**src/rtl/core/gzhp_pkg.sv**
```systemverilog
// ============================================================================
// gzhp_pkg: shared types, constants and functions of the gzip header parser
// Holds the parse phases, status codes, result and configuration structures
// and the byte-wide CRC-32 update used by the parser.
// ============================================================================
package gzhp_pkg;

    localparam logic [7:0]  MAGIC_ID1      = 8'h1F;
    localparam logic [7:0]  MAGIC_ID2      = 8'h8B;
    localparam logic [7:0]  METHOD_DEFLATE = 8'h08;
    localparam logic [7:0]  FLG_RESERVED   = 8'hE0;
    localparam int          FLG_HCRC_BIT    = 1;
    localparam int          FLG_EXTRA_BIT   = 2;
    localparam int          FLG_NAME_BIT    = 3;
    localparam int          FLG_COMMENT_BIT = 4;
    localparam logic [31:0] CRC_POLY       = 32'hEDB88320;
    localparam logic [31:0] FIXED_LEN      = 32'd10;
    localparam logic [31:0] TRAILER_LEN    = 32'd8;
    localparam logic [31:0] MIN_MEMBER_LEN = FIXED_LEN + TRAILER_LEN;
    localparam logic        ITEM_PAYLOAD   = 1'b0;
    localparam logic        ITEM_STATUS    = 1'b1;

    typedef enum logic [1:0] {
        CFG_MEMBER_LENGTH   = 2'd0,
        CFG_SIZE_LIMIT      = 2'd1,
        CFG_BUFFER_CAPACITY = 2'd2
    } cfg_index_t;

    typedef enum logic [3:0] {
        PH_IDLE     = 4'd0,
        PH_FIXED    = 4'd1,
        PH_XLEN_LO  = 4'd2,
        PH_XLEN_HI  = 4'd3,
        PH_EXTRA    = 4'd4,
        PH_NAME     = 4'd5,
        PH_COMMENT  = 4'd6,
        PH_HCRC_LO  = 4'd7,
        PH_HCRC_HI  = 4'd8,
        PH_PAYLOAD  = 4'd9,
        PH_TRAILER  = 4'd10
    } phase_t;

    typedef enum logic [2:0] {
        ST_OK         = 3'd0,
        ST_TRUNCATED  = 3'd1,
        ST_BAD_MAGIC  = 3'd2,
        ST_BAD_METHOD = 3'd3,
        ST_RESERVED   = 3'd4,
        ST_HEADER_CRC = 3'd5,
        ST_LIMIT      = 3'd6,
        ST_TOO_SMALL  = 3'd7
    } status_t;

    typedef struct packed {
        logic        item_kind;
        logic [7:0]  payload_byte;
        logic [2:0]  status_code;
        logic [31:0] trailer_crc;
        logic [31:0] trailer_size;
        logic        final_item;
    } result_t;

    typedef struct packed {
        logic [31:0] member_length;
        logic [31:0] trailer_pos;
        logic [31:0] last_pos;
        logic        short_len;
        logic [31:0] size_limit;
        logic [31:0] buffer_capacity;
    } cfg_t;

    // Phase that follows a header section, given the flags and the number of
    // optional sections already behind us (0 fixed, 1 extra, 2 name, 3 comment).
    function automatic phase_t next_phase(input logic [4:0] flags, input logic [1:0] stage);
        phase_t ph;
        if (stage == 2'd0 && flags[FLG_EXTRA_BIT])
            ph = PH_XLEN_LO;
        else if (stage <= 2'd1 && flags[FLG_NAME_BIT])
            ph = PH_NAME;
        else if (stage <= 2'd2 && flags[FLG_COMMENT_BIT])
            ph = PH_COMMENT;
        else if (flags[FLG_HCRC_BIT])
            ph = PH_HCRC_LO;
        else
            ph = PH_PAYLOAD;
        return ph;
    endfunction

    function automatic logic [31:0] crc_byte(input logic [31:0] crc, input logic [7:0] b);
        logic [31:0] c;
        c = crc ^ {24'h000000, b};
        for (int k = 0; k < 8; k++)
        begin
            c = c[0] ? ((c >> 1) ^ CRC_POLY) : (c >> 1);
        end
        return c;
    endfunction

endpackage

```
**src/rtl/core/gzip_member_header_parser.sv**
```systemverilog
// ============================================================================
// gzip_member_header_parser: gzip member header parser, top level
// Checks a gzip member byte by byte, passes the deflate payload bytes on and
// closes each member with one status beat, which carries the trailer fields once the trailer is read.
//
//   channel  direction  handshake            payload
//   in       sink       in_valid/in_ready    data_byte, member_start
//   out      source     out_valid/out_ready  item_kind, payload_byte,
//                                            status_code, trailer_crc,
//                                            trailer_size, final_item
//   cfg      sink       cfg_valid/cfg_ready  cfg_index, cfg_data
//
// One byte is taken per cycle while the output buffer has room; each byte passes through the input
// register and its result waits in the two-entry output buffer.
// The per-byte CRC-32 update and length compares are combinational, between the two.
// rst_n clears the registers to length 0 with no member open.
// A stalled output fills the buffer; in_ready then drops until a beat leaves.
// cfg_ready is always high.
// ============================================================================
module gzip_member_header_parser
    import gzhp_pkg::*;
(
    input  logic        clk,
    input  logic        rst_n,
    input  logic        in_valid,
    output logic        in_ready,
    input  logic [7:0]  data_byte,
    input  logic        member_start,
    output logic        out_valid,
    input  logic        out_ready,
    output logic        item_kind,
    output logic [7:0]  payload_byte,
    output logic [2:0]  status_code,
    output logic [31:0] trailer_crc,
    output logic [31:0] trailer_size,
    output logic        final_item,
    input  logic        cfg_valid,
    output logic        cfg_ready,
    input  logic [1:0]  cfg_index,
    input  logic [31:0] cfg_data
);

    cfg_t    cfg;
    logic    res_valid;
    logic    res_ready;
    result_t res;
    result_t out_data;

    gzhp_cfg_regs u_cfg_regs (
        .clk       (clk),
        .rst_n     (rst_n),
        .cfg_valid (cfg_valid),
        .cfg_ready (cfg_ready),
        .cfg_index (cfg_index),
        .cfg_data  (cfg_data),
        .cfg       (cfg)
    );

    gzhp_parser u_parser (
        .clk          (clk),
        .rst_n        (rst_n),
        .in_valid     (in_valid),
        .in_ready     (in_ready),
        .data_byte    (data_byte),
        .member_start (member_start),
        .cfg          (cfg),
        .res_ready    (res_ready),
        .res_valid    (res_valid),
        .res          (res)
    );

    gzhp_out_buf u_out_buf (
        .clk       (clk),
        .rst_n     (rst_n),
        .push      (res_valid),
        .push_data (res),
        .can_push  (res_ready),
        .out_valid (out_valid),
        .out_ready (out_ready),
        .out_data  (out_data)
    );

    assign item_kind    = out_data.item_kind;
    assign payload_byte = out_data.payload_byte;
    assign status_code  = out_data.status_code;
    assign trailer_crc  = out_data.trailer_crc;
    assign trailer_size = out_data.trailer_size;
    assign final_item   = out_data.final_item;

endmodule

```
**src/rtl/core/gzhp_cfg_regs.sv**
```systemverilog
// ============================================================================
// gzhp_cfg_regs: configuration registers of the gzip header parser
// Stores the three registers and precomputes the trailer position, the last
// byte position and the short-member flag whenever the length is written.
// ============================================================================
module gzhp_cfg_regs
    import gzhp_pkg::*;
(
    input  logic        clk,
    input  logic        rst_n,
    input  logic        cfg_valid,
    output logic        cfg_ready,
    input  logic [1:0]  cfg_index,
    input  logic [31:0] cfg_data,
    output cfg_t        cfg
);

    logic [31:0] member_length_reg;
    logic [31:0] trailer_pos_reg;
    logic [31:0] last_pos_reg;
    logic        short_len_reg;
    logic [31:0] size_limit_reg;
    logic [31:0] buffer_capacity_reg;

    assign cfg_ready = 1'b1;

    always_ff @(posedge clk or negedge rst_n)
    begin
        if (!rst_n)
        begin
            member_length_reg   <= '0;
            trailer_pos_reg     <= '0 - TRAILER_LEN;
            last_pos_reg        <= '1;
            short_len_reg       <= 1'b1;
            size_limit_reg      <= '0;
            buffer_capacity_reg <= '0;
        end
        else if (cfg_valid && cfg_ready)
        begin
            case (cfg_index_t'(cfg_index))
                CFG_MEMBER_LENGTH:
                begin
                    member_length_reg <= cfg_data;
                    trailer_pos_reg   <= cfg_data - TRAILER_LEN;
                    last_pos_reg      <= cfg_data - 32'd1;
                    short_len_reg     <= (cfg_data < MIN_MEMBER_LEN);
                end
                CFG_SIZE_LIMIT:      size_limit_reg      <= cfg_data;
                CFG_BUFFER_CAPACITY: buffer_capacity_reg <= cfg_data;
                default: ;
            endcase
        end
    end

    assign cfg.member_length   = member_length_reg;
    assign cfg.trailer_pos     = trailer_pos_reg;
    assign cfg.last_pos        = last_pos_reg;
    assign cfg.short_len       = short_len_reg;
    assign cfg.size_limit      = size_limit_reg;
    assign cfg.buffer_capacity = buffer_capacity_reg;

    // The derived fields must always agree with the stored length.
    assert property (@(posedge clk) disable iff (!rst_n)
        trailer_pos_reg == member_length_reg - TRAILER_LEN)
        else $error("trailer position out of step with member length");
    assert property (@(posedge clk) disable iff (!rst_n)
        short_len_reg == (member_length_reg < MIN_MEMBER_LEN))
        else $error("short-member flag out of step with member length");
    assert property (@(posedge clk) disable iff (!rst_n)
        last_pos_reg == member_length_reg - 32'd1)
        else $error("last position out of step with member length");

endmodule

```
**src/rtl/core/gzhp_parser.sv**
```systemverilog
// ============================================================================
// gzhp_parser: per-byte gzip member header parse step
// An input register feeds one pass of combinational logic that updates the
// parse state and forms at most one result for the output buffer.
// ============================================================================
module gzhp_parser
    import gzhp_pkg::*;
(
    input  logic       clk,
    input  logic       rst_n,
    input  logic       in_valid,
    output logic       in_ready,
    input  logic [7:0] data_byte,
    input  logic       member_start,
    input  cfg_t       cfg,
    input  logic       res_ready,
    output logic       res_valid,
    output result_t    res
);

    // input register
    logic       in_valid_reg;
    logic [7:0] byte_reg;
    logic       start_reg;
    logic       advance;

    // parse state
    phase_t      phase_reg,   phase_next;
    logic [31:0] pos_reg,     pos_next;
    logic [4:0]  flags_reg,   flags_next;
    logic [15:0] frem_reg,    frem_next;
    logic [31:0] crc_reg,     crc_next;
    logic [7:0]  hcrc_lo_reg, hcrc_lo_next;
    logic [63:0] trailer_reg, trailer_next;
    logic        fin_reg,     fin_next;

    // state as seen by this byte (a start byte sees the fresh member)
    phase_t      phase_eff;
    logic [31:0] pos_eff;
    logic [4:0]  flags_eff;
    logic [15:0] frem_eff;
    logic [31:0] crc_eff;
    logic [7:0]  hcrc_lo_eff;
    logic [63:0] trailer_eff;
    logic        active;

    logic [31:0] crc_upd;
    logic [15:0] frem_dec;
    logic [2:0]  tr_sel;
    logic [63:0] tr_or;
    logic        pos_ge_ml;
    logic        pos_ge_tpos;
    logic        pos_is_last;

    logic        do_finish;
    logic        with_trailer;
    logic        emit_payload;
    status_t     code;

    assign advance  = in_valid_reg && res_ready;
    assign in_ready = !in_valid_reg || advance;

    always_ff @(posedge clk or negedge rst_n)
    begin
        if (!rst_n)
            in_valid_reg <= 1'b0;
        else if (in_ready)
            in_valid_reg <= in_valid;
    end

    always_ff @(posedge clk)
    begin
        if (in_valid && in_ready)
        begin
            byte_reg  <= data_byte;
            start_reg <= member_start;
        end
    end

    assign active      = start_reg || !fin_reg;
    assign phase_eff   = start_reg ? PH_FIXED : phase_reg;
    assign pos_eff     = start_reg ? '0 : pos_reg;
    assign flags_eff   = start_reg ? '0 : flags_reg;
    assign frem_eff    = start_reg ? '0 : frem_reg;
    assign crc_eff     = start_reg ? '1 : crc_reg;
    assign hcrc_lo_eff = start_reg ? '0 : hcrc_lo_reg;
    assign trailer_eff = start_reg ? '0 : trailer_reg;

    assign crc_upd     = crc_byte(crc_eff, byte_reg);
    assign frem_dec    = frem_eff - 16'd1;
    assign pos_ge_ml   = (pos_eff >= cfg.member_length);
    assign pos_ge_tpos = (pos_eff >= cfg.trailer_pos);
    assign pos_is_last = (pos_eff == cfg.last_pos);
    assign tr_sel      = pos_eff[2:0] - cfg.trailer_pos[2:0];

    always_comb
    begin
        tr_or = trailer_eff;
        tr_or[{tr_sel, 3'b000} +: 8] = trailer_eff[{tr_sel, 3'b000} +: 8] | byte_reg;
    end

    // Next-state logic: one parse step per beat that leaves the input register while a member is open.
    always_comb
    begin
        phase_next   = phase_reg;
        pos_next     = pos_reg;
        flags_next   = flags_reg;
        frem_next    = frem_reg;
        crc_next     = crc_reg;
        hcrc_lo_next = hcrc_lo_reg;
        trailer_next = trailer_reg;
        fin_next     = fin_reg;
        do_finish    = 1'b0;
        with_trailer = 1'b0;
        emit_payload = 1'b0;
        code         = ST_OK;

        if (advance && active)
        begin
            phase_next   = phase_eff;
            pos_next     = pos_eff + 32'd1;
            flags_next   = flags_eff;
            frem_next    = frem_eff;
            crc_next     = crc_eff;
            hcrc_lo_next = hcrc_lo_eff;
            trailer_next = trailer_eff;
            fin_next     = 1'b0;

            if (cfg.short_len || pos_ge_ml)
            begin
                do_finish = 1'b1;
                code      = ST_TRUNCATED;
            end
            else if ((phase_eff inside {[PH_XLEN_LO:PH_HCRC_HI]}) && pos_ge_tpos)
            begin
                // optional header fields must end before the trailer
                do_finish = 1'b1;
                code      = ST_TRUNCATED;
            end
            else
            begin
                case (phase_eff)
                    PH_FIXED:
                    begin
                        crc_next = crc_upd;
                        if (pos_eff == 32'd0 && byte_reg != MAGIC_ID1)
                        begin
                            do_finish = 1'b1;
                            code      = ST_BAD_MAGIC;
                        end
                        else if (pos_eff == 32'd1 && byte_reg != MAGIC_ID2)
                        begin
                            do_finish = 1'b1;
                            code      = ST_BAD_MAGIC;
                        end
                        else if (pos_eff == 32'd2 && byte_reg != METHOD_DEFLATE)
                        begin
                            do_finish = 1'b1;
                            code      = ST_BAD_METHOD;
                        end
                        else if (pos_eff == 32'd3 && (byte_reg & FLG_RESERVED) != 8'h00)
                        begin
                            do_finish = 1'b1;
                            code      = ST_RESERVED;
                        end
                        else
                        begin
                            if (pos_eff == 32'd3)
                                flags_next = byte_reg[4:0];
                            if (pos_eff >= FIXED_LEN - 32'd1)
                                phase_next = next_phase(flags_eff, 2'd0);
                        end
                    end
                    PH_XLEN_LO:
                    begin
                        crc_next   = crc_upd;
                        frem_next  = {8'h00, byte_reg};
                        phase_next = PH_XLEN_HI;
                    end
                    PH_XLEN_HI:
                    begin
                        crc_next   = crc_upd;
                        frem_next  = {byte_reg, frem_eff[7:0]};
                        phase_next = ({byte_reg, frem_eff[7:0]} == 16'h0000)
                                     ? next_phase(flags_eff, 2'd1) : PH_EXTRA;
                    end
                    PH_EXTRA:
                    begin
                        crc_next  = crc_upd;
                        frem_next = frem_dec;
                        if (frem_dec == 16'h0000)
                            phase_next = next_phase(flags_eff, 2'd1);
                    end
                    PH_NAME:
                    begin
                        crc_next = crc_upd;
                        if (byte_reg == 8'h00)
                            phase_next = next_phase(flags_eff, 2'd2);
                    end
                    PH_COMMENT:
                    begin
                        crc_next = crc_upd;
                        if (byte_reg == 8'h00)
                            phase_next = next_phase(flags_eff, 2'd3);
                    end
                    PH_HCRC_LO:
                    begin
                        hcrc_lo_next = byte_reg;
                        phase_next   = PH_HCRC_HI;
                    end
                    PH_HCRC_HI:
                    begin
                        if ({byte_reg, hcrc_lo_eff} != ~crc_eff[15:0])
                        begin
                            do_finish = 1'b1;
                            code      = ST_HEADER_CRC;
                        end
                        else
                            phase_next = PH_PAYLOAD;
                    end
                    default:
                    begin
                        if (!pos_ge_tpos)
                            emit_payload = 1'b1;
                        else
                        begin
                            phase_next   = PH_TRAILER;
                            trailer_next = tr_or;
                            if (pos_is_last)
                            begin
                                do_finish    = 1'b1;
                                with_trailer = 1'b1;
                                if (tr_or[63:32] > cfg.size_limit)
                                    code = ST_LIMIT;
                                else if (tr_or[63:32] > cfg.buffer_capacity)
                                    code = ST_TOO_SMALL;
                                else
                                    code = ST_OK;
                            end
                        end
                    end
                endcase
            end

            if (do_finish)
            begin
                fin_next   = 1'b1;
                phase_next = PH_IDLE;
            end
        end
    end

    // Output logic: a payload byte or the closing status beat.
    always_comb
    begin
        res_valid        = advance && active && (do_finish || emit_payload);
        res.item_kind    = do_finish ? ITEM_STATUS : ITEM_PAYLOAD;
        res.payload_byte = do_finish ? 8'h00 : byte_reg;
        res.status_code  = do_finish ? code : ST_OK;
        res.trailer_crc  = with_trailer ? tr_or[31:0] : 32'h0;
        res.trailer_size = with_trailer ? tr_or[63:32] : 32'h0;
        res.final_item   = do_finish;
    end

    always_ff @(posedge clk or negedge rst_n)
    begin
        if (!rst_n)
        begin
            phase_reg   <= PH_IDLE;
            pos_reg     <= '0;
            flags_reg   <= '0;
            frem_reg    <= '0;
            crc_reg     <= '1;
            hcrc_lo_reg <= '0;
            trailer_reg <= '0;
            fin_reg     <= 1'b1;
        end
        else
        begin
            phase_reg   <= phase_next;
            pos_reg     <= pos_next;
            flags_reg   <= flags_next;
            frem_reg    <= frem_next;
            crc_reg     <= crc_next;
            hcrc_lo_reg <= hcrc_lo_next;
            trailer_reg <= trailer_next;
            fin_reg     <= fin_next;
        end
    end

    assert property (@(posedge clk) disable iff (!rst_n)
        fin_reg == (phase_reg == PH_IDLE))
        else $error("finished flag and idle phase disagree");
    assert property (@(posedge clk) disable iff (!rst_n)
        res_valid && res.final_item |=> fin_reg)
        else $error("status beat did not close the member");
    assert property (@(posedge clk) disable iff (!rst_n)
        res_valid && !res.final_item |=> pos_reg == $past(pos_eff) + 32'd1)
        else $error("payload beat did not advance the byte position");
    assert property (@(posedge clk) disable iff (!rst_n)
        res_valid |-> res_ready)
        else $error("result formed while the output buffer is full");

endmodule

```
**src/rtl/core/gzhp_out_buf.sv**
```systemverilog
// ============================================================================
// gzhp_out_buf: two-entry result buffer
// Registers each result and decouples output stalls from the parse step, so
// a new byte is taken while a finished result still waits.
// ============================================================================
module gzhp_out_buf
    import gzhp_pkg::*;
(
    input  logic    clk,
    input  logic    rst_n,
    input  logic    push,
    input  result_t push_data,
    output logic    can_push,
    output logic    out_valid,
    input  logic    out_ready,
    output result_t out_data
);

    result_t    entry_reg [2];
    logic       wr_ptr_reg, wr_ptr_next;
    logic       rd_ptr_reg, rd_ptr_next;
    logic [1:0] count_reg,  count_next;
    logic       pop;

    assign can_push  = (count_reg != 2'd2);
    assign out_valid = (count_reg != 2'd0);
    assign out_data  = entry_reg[rd_ptr_reg];
    assign pop       = out_valid && out_ready;

    always_comb
    begin
        wr_ptr_next = push ? ~wr_ptr_reg : wr_ptr_reg;
        rd_ptr_next = pop ? ~rd_ptr_reg : rd_ptr_reg;
        count_next  = count_reg + {1'b0, push} - {1'b0, pop};
    end

    always_ff @(posedge clk or negedge rst_n)
    begin
        if (!rst_n)
        begin
            wr_ptr_reg <= 1'b0;
            rd_ptr_reg <= 1'b0;
            count_reg  <= 2'd0;
        end
        else
        begin
            wr_ptr_reg <= wr_ptr_next;
            rd_ptr_reg <= rd_ptr_next;
            count_reg  <= count_next;
        end
    end

    always_ff @(posedge clk)
    begin
        if (push)
            entry_reg[wr_ptr_reg] <= push_data;
    end

    assert property (@(posedge clk) disable iff (!rst_n)
        count_reg != 2'd3)
        else $error("result buffer count overflow");
    assert property (@(posedge clk) disable iff (!rst_n)
        push && !pop |=> count_reg == $past(count_reg) + 2'd1)
        else $error("result buffer lost a beat");
    assert property (@(posedge clk) disable iff (!rst_n)
        (count_reg == 2'd2) |-> (wr_ptr_reg == rd_ptr_reg))
        else $error("result buffer pointers out of step");

endmodule

```
**config.mk**
```make
export PLATFORM = sky130hd
export DESIGN_NAME = gzip_member_header_parser
export DESIGN_NICKNAME = d
export VERILOG_FILES = /design/src/rtl/core/gzhp_pkg.sv /design/src/rtl/core/gzip_member_header_parser.sv /design/src/rtl/core/gzhp_cfg_regs.sv /design/src/rtl/core/gzhp_parser.sv /design/src/rtl/core/gzhp_out_buf.sv
export SDC_FILE = /design/constraint.sdc
export NUM_CORES = 1
export LEC_CHECK = 0
export ABC_AREA = 0
export ABC_CLOCK_PERIOD_IN_PS = 8900
export BUFFER_PORTS_ARGS = -buffer_cell sky130_fd_sc_hd__buf_4
export CELL_PAD_IN_SITES_DETAIL_PLACEMENT = 1
export CELL_PAD_IN_SITES_GLOBAL_PLACEMENT = 1
export CORE_MARGIN = 5
export CORE_UTILIZATION = 45
export CTS_CLUSTER_SIZE = 25
export DETAILED_ROUTE_END_ITERATION = 8
export PLACE_DENSITY = 0.89
export SLEW_MARGIN = 5
export SYNTH_ARGS = -nofsm -noshare
export SYNTH_HDL_FRONTEND = slang
export SYNTH_HIERARCHICAL = 1
export SYNTH_SLANG_ARGS = --single-unit
```
**constraint.sdc**
```tcl
create_clock -name clk -period 8.9 [get_ports clk]
set_clock_uncertainty 0.05 [all_clocks]
set_input_delay 1.78 -clock clk [delete_from_list [all_inputs] [get_ports clk]]
set_output_delay 1.78 -clock clk [all_outputs]
set_load 0.005 [all_outputs]
```
Word-level counts from Yosys, hierarchy flattened
Memories as Yosys holds them, arrays and structs flattened.
Index checks and enable logic that the tools add are counted.
- $add $sub $neg: 8
- $lt $le $gt $ge: 8
- equal/unequal tests: 19
- shift-type cells: 3
- muxes and demuxes: 98
- bitwise operators: 13
- reductions and logical operators: 30
- operators with widths (operator ; number):
    2-to-1 mux 32 bit ; 15
    2-to-1 mux 64 bit ; 5
    NOT 13 -> 14 bit ; 8
    2-to-1 mux 4 bit ; 19
    bitwise mux 64 bit ; 1
    == test 32 x 2 -> 1 bit (second input constant) ; 2
    >= comparator 32 bit ; 2
    greater-than comparator 32 bit ; 2
    variable shift 8 x 8 -> 64 bit (first input constant) ; 1
    indexed part select 64 x 7 -> 8 bit ; 1
    indexed part select 8 x 8 -> 64 bit ; 1
    2-to-1 mux 16 bit ; 3
    one-hot mux 16 bit (3 select lines) ; 1
    2-to-1 mux 5 bit ; 9
    2-to-1 mux 8 bit ; 5
    2-to-1 mux 3 bit ; 13
    adder 32 x 1 -> 32 bit (second input constant) ; 1
    == test 32 x 1 -> 1 bit (second input constant) ; 1
    == test 32 bit ; 1
    >= comparator 32 x 4 -> 1 bit (second input constant) ; 1
    zero test 16 bit ; 2
    zero test 32 bit ; 1
    < comparator 32 x 5 -> 1 bit (second input constant) ; 1
    one-hot mux 4 bit (8 select lines) ; 1
    37 further kinds ; 82
- register bits after elaboration: 337
- bits in writable memories: 154
- bits of input ports: 48
- output and inout port bits: 80
- word-level logic and storage cells: 200
- memories kept: 1
- memory list (name ; depth ; width ; rd ports ; clocked after memory_dff ; wr ports ; RTL line ; source):
    u_out_buf.entry_reg ; 2 ; 77 ; 1 ; 0 ; 1 ; gzhp_out_buf.sv:19 ; result_t entry_reg [2];

Logic depth before layout (Yosys ltp)
- word-level depth: 21
- mapped depth: 32
- depth with buffers taken out: 22

Cells and area by module
The synthesis kept the hierarchy.
- modules (own cells, without submodules) (module ; times used ; cells an instance ; area each (µm²) ; seq. area each (µm²)):
    gzhp_parser ; 1 ; 1914 ; 15496.1 ; 4365.4
    gzhp_cfg_regs ; 1 ; 675 ; 7255.7 ; 4031.4
    gzhp_out_buf ; 1 ; 257 ; 5834.3 ; 4724.5

Worst setup path before layout
No wires, ideal clock.
- path kind: register to register
- start point: reg u_parser.start_reg
- end point: mem u_out_buf/entry_reg[0][0] in the netlist's numbering, enable pin
- library setup time: 0.522 ns
- arrival: 8.179 ns
- required time: 8.328 ns
- path slack: 0.149 ns
- cell stages (with the launch flop): 21
- buffers on the path: 8
- period minus slack after synthesis: 8.751 ns
- path through: edfxtp_1 > clkbuf_1 > clkbuf_1 > buf_2 > buf_1 > clkbuf_1 > clkbuf_1 > buf_1 > clkbuf_1 > nor2b_1 > ha_1 > nand4_1 > a31oi_1 > nor3_1 > or4b_2 > o2bb2ai_1 > o21a_1 > nand4_1 > nor2_1 > nor2_1 > nor2b_1
- cells in the longest elaborated chain, start to end: 16
- elaborated cells between the ends (all ways): 55
- those cells by class: order compare: 4; eq/ne: 13; mux: 23; bitwise: 1; reduce/logical: 14
- RTL lines (item ; RTL line ; source):
    start: declaration ; gzhp_parser.sv:24 ; logic start_reg;
    start signal: assignment ; gzhp_parser.sv:76 ; start_reg <= member_start;
    parallel branches: the longest is 13 deep, another holds >= comparator 32 bit ; - ;
    logical AND 1 bit * ; gzhp_parser.sv:256 ; res_valid = advance && active && (do_finish || emit_payload);
    named net res_valid ; gzip_member_header_parser.sv:44 ; logic res_valid;
    2-to-1 mux 1 bit * ; gzhp_out_buf.sv:55 ; if (push)
    2-to-1 mux 1 bit (implied by the code) * ; gzhp_out_buf.sv:56 ; entry_reg[wr_ptr_reg] <= push_data;
    end: declaration ; gzhp_out_buf.sv:19 ;
Mark *: on every way through the listed nets, which the timed path passes. The select of a mux whose other input is x is not followed.

==> reports/results.ini <==
[yosys]
synth_edf_count=163
avgSynthCellArea_um2=10.0
synth_top_area_frac=0.200
synthesis.nets=3041
synthDistinctLibCells=98
syn_area_mm2=0.0286
synth_seq_area_share=0.459
async_flop_share=0.665
synth_area_leaders=dfrtp_1, edfxtp_1, dfstp_2
synth_cells=2846
ys.flop_type=dfrtp_1
synth_area_leader_cell=dfrtp_1
synth-seq-cells=487
yosysWarnings=6

[power]
p_leak_nw=13.3
ir_drop_mv=0.165
power_density_mw_per_mm2=277

[sta]
finalWorstSetupSlack_ps=1550
slew_headroom=0.138
fin_setup_tns_ps=0
tightest_slew_ps=1280
fmax_mhz=136
min_period_ps=7350
period_share=0.826
rsz0062_at_grt=false
slew_viol_final=0
final-setup-viol-count=0
finalHoldViolCount=0

[clock_tree]
ctsResizeCount=0
clkLatencyLatePin_ps=630
cts.sinks=487
cts_max_level=2
clk_pin_slew_ps=60
cts_tree=yes
cts_buffer_depth=3
cts_buffers=53
post_cts_buffers=0
cts-root-buf=clkbuf_16
holdBufCountCts=0

[placement]
gp_congestion=0.986
place_hpwl_mm=66.7
dp_cells=3668
pre_cts_ws_ps=1850
portBuffers=126

[cells_and_area]
multi_input_area_mm2=0.0140
largest_register_ffs=154
antennaDiodeCount=0
final_nets=3072
nFillCells=6930
final_cells=3767
syn_to_final_growth_pct=11.7
final_layout_size_suffix_gt1_frac=0.189
final_common_cell=nand2_1
regArea_mm2=0.0131
final_cell_mix=nand2_1, dfrtp_1, nor2_1, inv_1, edfxtp_1

[detailed_routing]
ant_nets=0
totalWireLength_mm=93.4
vias_per_cell=6.14
num_vias=23132
drc=0
drt_iter0_markers=1875
routedWlPerCell_um=24.8
drtPass1Iterations=7

[global_route]
first_global_vias=24643
grt_pass1_wl_mm=144
grt.busiest_layer=met2
met3_usage=0.0448
grt_overflow=0
grt_use_met2=0.438
grt_max_degree=162
grt_usage=0.266
gr-usage-met1=0.349
antenna_found_initial=1

[die]
fp.dieH_um=262
num_rows=92
die_w_um=262
initial_core_util=0.454
io_pins=128
die_area_mm2=0.0687
core_area_mm2=0.0630

[critical_path]
path_buf_inv=3
start_kind=register
path_cells=nor2b_1, inv_1, ha_1, fa_1, buf_4, mux4_2, mux2i_1, o21bai_1, a22oi_1, inv_1, ha_1, nand4_1, nor3_1, o21ai_0, a21oi_1, o21a_1, o21ai_0, a31o_2, nor3_1
path_max_fanout=15
crit_arrival_ps=7730
cp_slowest_cell=fa_1
max_stage_delay_ps=1000
required_ps=9280
critPathKind=register to register
path_delay_family=compound AO/OA/AOI/OAI gates
endpoint_kind=register

[outcome]
outcome=finished clean

[min_path]
hp-class=register to register

[run]
cap_violations=0

## report_power, final
| part | switching, mW | leakage [nW] | internal (mW) |
|---|---|---|---|
| logic | 2.00 | 6.85 | 1.35 |
| registers | 0.314 | 5.53 | 2.87 |
| clock network | 0.968 | 0.917 | 1.36 |
## final timing paths
path / startpoint / end / slack, ps / cells past startpoint
max: u_parser/start_reg / u_out_buf/entry_reg[1][66] / 1550 / 19
min: u_cfg_regs/member_length_reg[28] / u_cfg_regs/member_length_reg[28] / 420 / 2
max reg2reg: u_parser/start_reg / u_out_buf/entry_reg[1][66] / 1550 / 19
min reg2reg: u_cfg_regs/member_length_reg[28] / u_cfg_regs/member_length_reg[28] / 420 / 2
max in group asynchronous: rst_n / u_out_buf/rd_ptr_reg / 6020 / 2
min in group asynchronous: rst_n / u_parser/hcrc_lo_reg[1] / 1140 / 1
## layout make-up
type | count | area share
clock buffer | 74 | 0.0482
sequential | 487 | 0.411
tap | 846 | 0.0331
timing repair buffer | 164 | 0.0392
inverter | 178 | 0.0209
clock inverter | 25 | 0.00944
multi-input combinational | 1993 | 0.438
## through the flow
step | cell area (um^2) | hold WS (ps) | total power [mW] | util
after CTS | 31900 | 425 | 8.89 | 0.507
after floorplan | 28600 | 392 | 5.36 | -
after global placement | 30100 | 403 | 6.29 | 0.478
after global routing | 31900 | 434 | 9.32 | 0.507
after detailed placement | 30100 | 413 | 6.51 | 0.478
final | 31900 | 425 | 8.86 | 0.507
## cell families after synthesis
logic type / after synthesis / share of synthesized area
buffers and inverters: 366 / 0.0525
AOI/OAI and AO/OA: 582 / 0.133
DFF: 487 / 0.459
other: 1 / 0.000131
muxes: 163 / 0.0727
and+or+nand+nor: 925 / 0.164
adders and majority gates: 147 / 0.0646
xor gates and xnor gates: 175 / 0.0536
## worst register-to-register path, delay by kind of cell, from the launching register on
family / cells / cell delay, ps
multiplexers: 2 / 700
AND/OR/NAND/NOR: 4 / 1330
AO/OA/AOI/OAI: 7 / 2210
flip-flops: 1 / 610
adder cells (fa/ha/maj): 3 / 1600
buffers and inverters: 3 / 660
## synthesized netlist by cell type, types with 46 or more instances
cell and instances:
a22o_1 52, clkbuf_1 130, nand2_1 332, nor3_1 46
ha_1 146, inv_1 178, xnor2_1 114, nand3_1 59
edfxtp_1 163, dfrtp_1 229, nor2_1 193, o21ai_0 149
xor2_1 61, dfstp_2 95, nor2b_1 62, mux2_2 117
a21oi_1 119
## layer usage
| metal | vias to the layer above | share of wire |
|---|---|---|
| li1 | 10140 | - |
| met1 | 11810 | 0.41 |
| met2 | 933 | 0.48 |
| met3 | 249 | 0.070 |
| met4 | 0 | 0.047 |
| met5 | - | 0 |
Note: power is estimated with default switching activity, not from simulation.
